<file path="src/rtl/core/normalized_legendre_evaluator_unit_assert.svh">
// Assertion macros for the normalized Legendre evaluator
`ifndef NORMALIZED_LEGENDRE_EVALUATOR_UNIT_ASSERT_SVH
`define NORMALIZED_LEGENDRE_EVALUATOR_UNIT_ASSERT_SVH

`ifndef SYNTHESIS

// property checked on every clock edge outside reset
`define NLE_ASSERT(label, prop, msg) \
    label: assert property (@(posedge clk) disable iff (!rst_n) (prop)) else $error(msg);

// consequence checked in the cycle after the antecedent
`define NLE_ASSERT_NEXT(label, ante, cons, msg) \
    label: assert property (@(posedge clk) disable iff (!rst_n) (ante) |=> (cons)) \
        else $error(msg);

`else

`define NLE_ASSERT(label, prop, msg)
`define NLE_ASSERT_NEXT(label, ante, cons, msg)

`endif

`endif

</file>
<file path="src/rtl/core/nle_pkg.sv">
// Shared types, constants and coefficient tables of the Legendre evaluator
`default_nettype none

package nle_pkg;

    localparam int POS_W       = 32;
    localparam int ORDER_W     = 5;
    localparam int VAL_W       = 32;
    localparam int CFG_INDEX_W = 1;
    localparam int MAX_ORDER   = 31;
    localparam int ROM_DEPTH   = 2 ** ORDER_W;

    localparam logic [ORDER_W-1:0] MAX_ORDER_CODE = ORDER_W'(MAX_ORDER);

    // configuration register indexes
    localparam logic [CFG_INDEX_W-1:0] CFG_DOMAIN_MIN = 1'b0;
    localparam logic [CFG_INDEX_W-1:0] CFG_DOMAIN_MAX = 1'b1;

    localparam logic signed [POS_W-1:0] DOMAIN_MIN_RST = 32'sd0;
    localparam logic signed [POS_W-1:0] DOMAIN_MAX_RST = 32'sd65536;

    // 1.0 in Q2.30
    localparam logic signed [31:0] ONE_Q30 = 32'sd1073741824;
    localparam logic [31:0]        Q31_U   = 32'h8000_0000;
    localparam logic [30:0]        Q30_U   = 31'h4000_0000;
    localparam logic [63:0]        Q30_64  = 64'd1073741824;

    typedef struct packed {
        logic signed [31:0]   z;
        logic [ORDER_W-1:0]   order;
        logic                 oor;
        logic                 bad;
    } nle_item_t;

    typedef struct packed {
        logic full;
        logic empty;
    } nle_qstat_t;

    // r(i) = ceil((2^30 - floor(i/2)) / i); c1 = 2^31 - r, c2 = 2^30 - r
    typedef logic [29:0] recip_rom_t [ROM_DEPTH];
    localparam recip_rom_t RECIP_ROM = '{
        30'd0,
        30'd0,
        30'((Q30_64 + 64'd0)  / 64'd2),
        30'((Q30_64 + 64'd1)  / 64'd3),
        30'((Q30_64 + 64'd1)  / 64'd4),
        30'((Q30_64 + 64'd2)  / 64'd5),
        30'((Q30_64 + 64'd2)  / 64'd6),
        30'((Q30_64 + 64'd3)  / 64'd7),
        30'((Q30_64 + 64'd3)  / 64'd8),
        30'((Q30_64 + 64'd4)  / 64'd9),
        30'((Q30_64 + 64'd4)  / 64'd10),
        30'((Q30_64 + 64'd5)  / 64'd11),
        30'((Q30_64 + 64'd5)  / 64'd12),
        30'((Q30_64 + 64'd6)  / 64'd13),
        30'((Q30_64 + 64'd6)  / 64'd14),
        30'((Q30_64 + 64'd7)  / 64'd15),
        30'((Q30_64 + 64'd7)  / 64'd16),
        30'((Q30_64 + 64'd8)  / 64'd17),
        30'((Q30_64 + 64'd8)  / 64'd18),
        30'((Q30_64 + 64'd9)  / 64'd19),
        30'((Q30_64 + 64'd9)  / 64'd20),
        30'((Q30_64 + 64'd10) / 64'd21),
        30'((Q30_64 + 64'd10) / 64'd22),
        30'((Q30_64 + 64'd11) / 64'd23),
        30'((Q30_64 + 64'd11) / 64'd24),
        30'((Q30_64 + 64'd12) / 64'd25),
        30'((Q30_64 + 64'd12) / 64'd26),
        30'((Q30_64 + 64'd13) / 64'd27),
        30'((Q30_64 + 64'd13) / 64'd28),
        30'((Q30_64 + 64'd14) / 64'd29),
        30'((Q30_64 + 64'd14) / 64'd30),
        30'((Q30_64 + 64'd15) / 64'd31)
    };

    // round(sqrt((2n+1)/2) * 2^28), bitwise integer square root with rounding
    function automatic logic [31:0] norm_factor(input int unsigned n);
        logic [63:0] x;
        logic [63:0] rem;
        logic [63:0] res;
        logic [63:0] bit_v;
        x   = 64'(2 * n + 1) << 55;
        rem = x;
        res = '0;
        for (int k = 0; k < 32; k++)
        begin
            bit_v = 64'd1 << (62 - 2 * k);
            if (rem >= res + bit_v)
            begin
                rem = rem - (res + bit_v);
                res = (res >> 1) + bit_v;
            end
            else
            begin
                res = res >> 1;
            end
        end
        if (x - res * res > res)
        begin
            res = res + 64'd1;
        end
        return res[31:0];
    endfunction

    typedef logic [31:0] norm_rom_t [ROM_DEPTH];

    function automatic norm_rom_t build_norm_rom();
        norm_rom_t rom;
        for (int n = 0; n < ROM_DEPTH; n++)
        begin
            rom[n] = norm_factor(n);
        end
        return rom;
    endfunction

    localparam norm_rom_t NORM_ROM = build_norm_rom();

endpackage

`default_nettype wire

</file>
<file path="src/rtl/core/nle_queue.sv">
// Small FIFO between the front end and the recurrence engine
`default_nettype none

module nle_queue
#(
    parameter int DEPTH = 2
)
(
    input  wire                     clk,
    input  wire                     rst_n,
    input  wire                     push,
    input  nle_pkg::nle_item_t      push_item,
    input  wire                     pop,
    output nle_pkg::nle_item_t      pop_item,
    output nle_pkg::nle_qstat_t     stat
);

    localparam int PTR_W = $clog2(DEPTH);
    localparam int CNT_W = $clog2(DEPTH + 1);
    localparam logic [PTR_W-1:0] PTR_LAST = PTR_W'(DEPTH - 1);
    localparam logic [CNT_W-1:0] CNT_FULL = CNT_W'(DEPTH);

    nle_pkg::nle_item_t     mem_reg [DEPTH];
    logic [PTR_W-1:0]       wr_ptr_reg, wr_ptr_next;
    logic [PTR_W-1:0]       rd_ptr_reg, rd_ptr_next;
    logic [CNT_W-1:0]       count_reg, count_next;

    always_comb
    begin
        wr_ptr_next = wr_ptr_reg;
        rd_ptr_next = rd_ptr_reg;
        count_next  = count_reg;
        if (push)
        begin
            wr_ptr_next = (wr_ptr_reg == PTR_LAST) ? '0 : wr_ptr_reg + PTR_W'(1);
        end
        if (pop)
        begin
            rd_ptr_next = (rd_ptr_reg == PTR_LAST) ? '0 : rd_ptr_reg + PTR_W'(1);
        end
        if (push && !pop)
        begin
            count_next = count_reg + CNT_W'(1);
        end
        else if (pop && !push)
        begin
            count_next = count_reg - CNT_W'(1);
        end
    end

    always_ff @(posedge clk or negedge rst_n)
    begin
        if (!rst_n)
        begin
            wr_ptr_reg <= '0;
            rd_ptr_reg <= '0;
            count_reg  <= '0;
        end
        else
        begin
            wr_ptr_reg <= wr_ptr_next;
            rd_ptr_reg <= rd_ptr_next;
            count_reg  <= count_next;
        end
    end

    always_ff @(posedge clk)
    begin
        if (push)
        begin
            mem_reg[wr_ptr_reg] <= push_item;
        end
    end

    assign pop_item   = mem_reg[rd_ptr_reg];
    assign stat.full  = (count_reg == CNT_FULL);
    assign stat.empty = (count_reg == '0);

endmodule

`default_nettype wire

</file>
<file path="config.mk">
export PLATFORM = sky130hd
export DESIGN_NAME = nle_queue
export DESIGN_NICKNAME = d
export VERILOG_FILES = /design/src/rtl/core/normalized_legendre_evaluator_unit_assert.svh /design/src/rtl/core/nle_pkg.sv /design/src/rtl/core/nle_queue.sv
export SDC_FILE = /design/constraint.sdc
export NUM_CORES = 1
export LEC_CHECK = 0
export ABC_CLOCK_PERIOD_IN_PS = 3350
export BUFFER_PORTS_ARGS = -buffer_cell sky130_fd_sc_hd__clkbuf_2
export CAP_MARGIN = 20
export CORE_ASPECT_RATIO = 1.2
export CORE_MARGIN = 8
export CORE_UTILIZATION = 53
export CTS_BUF_LIST = sky130_fd_sc_hd__clkbuf_8
export CTS_CLUSTER_DIAMETER = 50
export DETAILED_ROUTE_END_ITERATION = 8
export GPL_ROUTABILITY_DRIVEN = 0
export PLACE_DENSITY = 0.79
export SETUP_SLACK_MARGIN = 0.1
export SLEW_MARGIN = 20
export SYNTH_ARGS = -nofsm -noshare
export SYNTH_HDL_FRONTEND = slang
export SYNTH_SLANG_ARGS = --single-unit
</file>
<file path="constraint.sdc">
create_clock -name clk -period 3.35 [get_ports clk]
set_clock_uncertainty 0.2 [all_clocks]
set_input_delay 0.67 -clock clk [delete_from_list [all_inputs] [get_ports clk]]
set_output_delay 0.67 -clock clk [all_outputs]
set_load 0.03 [all_outputs]
</file>
# Word level (Yosys, flattened, before mapping)
# Memories as Yosys holds them, arrays and structs flattened.
# Index checks and enable logic that the tools add are counted.
[totals]
ff_bits = 4
latchBits = 0
mem_bits_rw = 78
mem_bits_ro = 0
inputBits = 43
word_cells = 21
n_memories = 1
[memory_table]
columns = ["memory", "words", "width", "read_ports", "rd_clocked_by_memory_dff", "wr", "line_no", "text"]
rows = [
  ["mem_reg", 2, 39, 1, 0, 1, "nle_queue.sv:23", "nle_pkg::nle_item_t mem_reg [DEPTH];"],
]
[op_classes]
n_addsub = 4
n_mul = 0
div_mod_pow = 0
n_lt_le_gt_ge = 0
n_eq_ne = 1
shift = 0
mux = 6
n_bitwise = 0
n_reduce_logical = 6
[ops]
columns = ["cell", "n"]
rows = [
  ["two-way mux 1 bit", 4],
  ["two-way mux 2 bit", 2],
  ["adder 1 bit (second input constant)", 2],
  ["adder 2 x 1 -> 2 bit (second input constant)", 1],
  ["equality test 2 bit (second input constant)", 1],
  ["logical AND 1 bit", 2],
  ["logical NOT 1 bit", 2],
  ["logical NOT 2 bit", 1],
  ["nonzero test 2 bit", 1],
  ["subtractor 2 x 1 -> 2 bit (second input constant)", 1],
]

# Logic depth before layout (Yosys ltp)
[depth]
word_depth = 4
ltp_mapped = 5
depth_no_buf = 5

# Worst setup path after synthesis
# No wires, ideal clock.
[synth_timing]
path_type = "in2reg"
startpoint = "in push"
endpoint = "mem mem_reg[0][0] (netlist name) (enable)"
setup_ns = 0.440
t_arrival_ns = 2.417
setup_slack_ns = 0.293
stages = 1
path_buffers = 0
path_cell_list = "nor2b_1"
[synth_between]
elab_chain_cells = 2
[synth_rtl]
columns = ["item", "line_no", "text"]
rows = [
  ["start, declared", "nle_queue.sv:11", "input wire push,"],
  ["two-way mux 1 bit", "nle_queue.sv:69", "if (push)"],
  ["two-way mux 1 bit (implied by the code)", "nle_queue.sv:71", "mem_reg[wr_ptr_reg] <= push_item;"],
  ["end, declared", "nle_queue.sv:23", ""],
]
# No other way between the ends.

==> key figures <==
Synth
  – Distinct cells, synth: 11
  – Post-synthesis sequential area ratio: 81.06%
  – Mapped Area: 3013 µm²
  – Ys Warns: 0
  – Synth Net Count: 181
  – Syn_area_per_cell: 21.99 µm²
  – Synthesized instance count: 137
  – #FFs+latches synth: 82

Critical path
  – Critical Path Fanout Max: 40
  – CP Cell Sequence: mux2_2, clkbuf_2
  – Startpoint Class: register
  – Worst reg2reg path startpoint: wr_ptr_reg
  – CP required: 2480 ps
  – Family with the most delay on the worst path: flip-flops
  – Crit Path Class: register to output pin
  – Critical Path AT: 1900 ps
  – Crit end category: output pin
  – Worst setup path startpoint: rd_ptr_reg
  – CP max-delay cell: dfrtp_2
  – Worst Path Buf+Inv: 1
  – Slowest stage delay, CP: 940 ps

Route
  – Via/cell ratio: 5.033
  – Final wirelength: 5.385 mm
  – Wire per inst: 17.95 µm
  – DR vias: 1510
  – Remaining antenna violation count: 0
  – DRC errors left: 0
  – Initial DRC count: 79
  – First-pass DRT Iterations: 4

Floorplanning
  – Die Footprint: 8363 µm²
  – Initial Util: 53.87%
  – Core area: 5593 µm²
  – Row count: 30
  – Die Y: 98.59 µm
  – IO Pins: 84
  – Die X: 84.83 µm

CTS
  – Clock sinks: 82
  – Number of setup buffers added after CTS: 0
  – Reg clk slew, reported paths: 70 ps
  – Cts bufs inserted: 9
  – Root Driver: clkbuf_8
  – Worst-Skew Late Latency: 330 ps
  – CTS tree: built
  – Maximum level of the CTS H-tree: 3
  – Clock Tree Buf Depth: 2

Global routing
  – Initial antenna violation count: 0
  – First-pass GRT wire length: 8.445 mm
  – GRT overflow: 0
  – Pin count of the biggest net entering global routing: 41
  – Vias in the first global route: 1629
  – GRT Resource Usage Total: 13.30%

Pwr
  – Combinational fraction of design power: 35.1%
  – PwrDens: 871.2 nW/µm²
  – Reg power frac: 47.2%
  – Leakage power: 1.443 nW
  – Peak supply drop: 0.6285 mV
  – Net Switching: 1.169 mW
  – Internal Power: 2.030 mW
  – Sw Share: 36.53%
  – Clock Power Share: 17.7%

Finish
  – Area growth from synthesis to layout: 21.89%
  – Leading cell type in the layout, fill and taps excluded: clkbuf_2
  – Net count, final: 275
  – Number of fill cells: 388
  – Max reg flops: 78
  – Cell Count, Final, Fillers Out: 300
  – Most frequent cells in the layout: clkbuf_2 (83), edfxtp_1 (78), mux2_2 (39), clkbuf_8 (9)
  – ANT cells: 0
  – Layout cells sized above 1: 59.32%

Timing
  – # setup viols final: 0
  – Setup Total Neg Slack: 0 ps
  – Worst slew pin tran: 876.2 ps
  – Final worst slack: 579.6 ps
  – RSZ-0062 raised after global routing: false
  – Post-route clock period utilization: 82.70%
  – Fin crit period: 2770 ps
  – Fmax: 0.3610 GHz
  – Max_slew headroom: 41.59%
  – Final Max Slew Viols: 0
  – Fin. Hold Viols: 0

Run
  – Max-Cap Viols: 0

Hold path
  – Worst Hold Class: register to register
  – Hold path start: count_reg[1]

Run status
  – Outcome: finished clean

Placement
  – Port Buffers: 83
  – Setup Slack @ Placement: 881.6 ps
  – Cells after DPL: 283
  – Post-detail-place hpwl: 3.775 mm
-- what timing repair did --
action	in CTS	in global routing
hold buffers	1	0
endpoints found under the hold margin	4	0
gates resized for setup	0	0
-- through the flow --
step                      power (mW)  utilization, %  area (µm²)  hold WS (ps)
final                          3.199           65.66        3672         293.1
after global routing           3.350           65.66        3672         297.8
after CTS                      3.246           65.66        3672         293.3
after detailed placement       2.680           62.73        3508         273.5
after global placement         2.659           62.73        3508         277.2
after floorplan                2.365               -        3013         174.4
-- metal layers --
metal,track usage [%],vias to the layer above,share of wire (%)
met5,0,-,0
met4,7.418,0,2.0
met3,4.080,10,5.9
met2,22.22,46,53
met1,14.74,733,39
li1,-,721,-
-- logic make-up after synthesis --
group         share of synthesized area, %
xor+xnor                             1.453
fa+ha+maj                           0.4152
buf+inv                              1.619
flops                                81.06
mux                                  14.58
simple gates                        0.8723
-- power by group through the flow --
stage          registers [mW]  clock network (mW)  logic (mW)
2_1_floorplan            1.44                   0       0.925
3_3_place_gp             1.53                   0        1.13
3_5_place_dp             1.54                   0        1.14
4_1_cts                  1.52               0.582        1.15
5_1_grt                  1.54               0.627        1.18
6_report                 1.51               0.567        1.12
-- cells in the mapped netlist, drive strengths merged --
master,n,area [µm²]
edfxtp,78,2342
and2,1,6.260
nor2b,2,12.51
nor2,2,7.510
inv,1,3.750
ha,1,12.51
dfrtp,4,100.1
mux2,39,439.2
xnor2,1,8.760
xor2,4,35.03
buf,4,45.04
-- worst paths after layout --
path | cells after the start | slack, ps | endpoint
max | 2 | 580 | pop_item[25]
max in group asynchronous | 2 | 2330 | rd_ptr_reg
min | 1 | 290 | count_reg[1]
min in group asynchronous | 2 | 470 | count_reg[0]
max reg2reg | 2 | 1650 | mem_reg[0][38]
min reg2reg | 1 | 290 | count_reg[1]
-- final cells by class --
type | count | area [µm²] | share of cell area [%]
timing repair buffer | 87 | 460.4 | 12.54
clock inverter | 7 | 30.03 | 0.8177
inverter | 1 | 3.754 | 0.1022
clock buffer | 9 | 123.9 | 3.373
sequential | 82 | 2444 | 66.54
multi-input combinational | 50 | 530.5 | 14.45
tap | 64 | 80.08 | 2.181
Power figures use the tool's default switching activity.
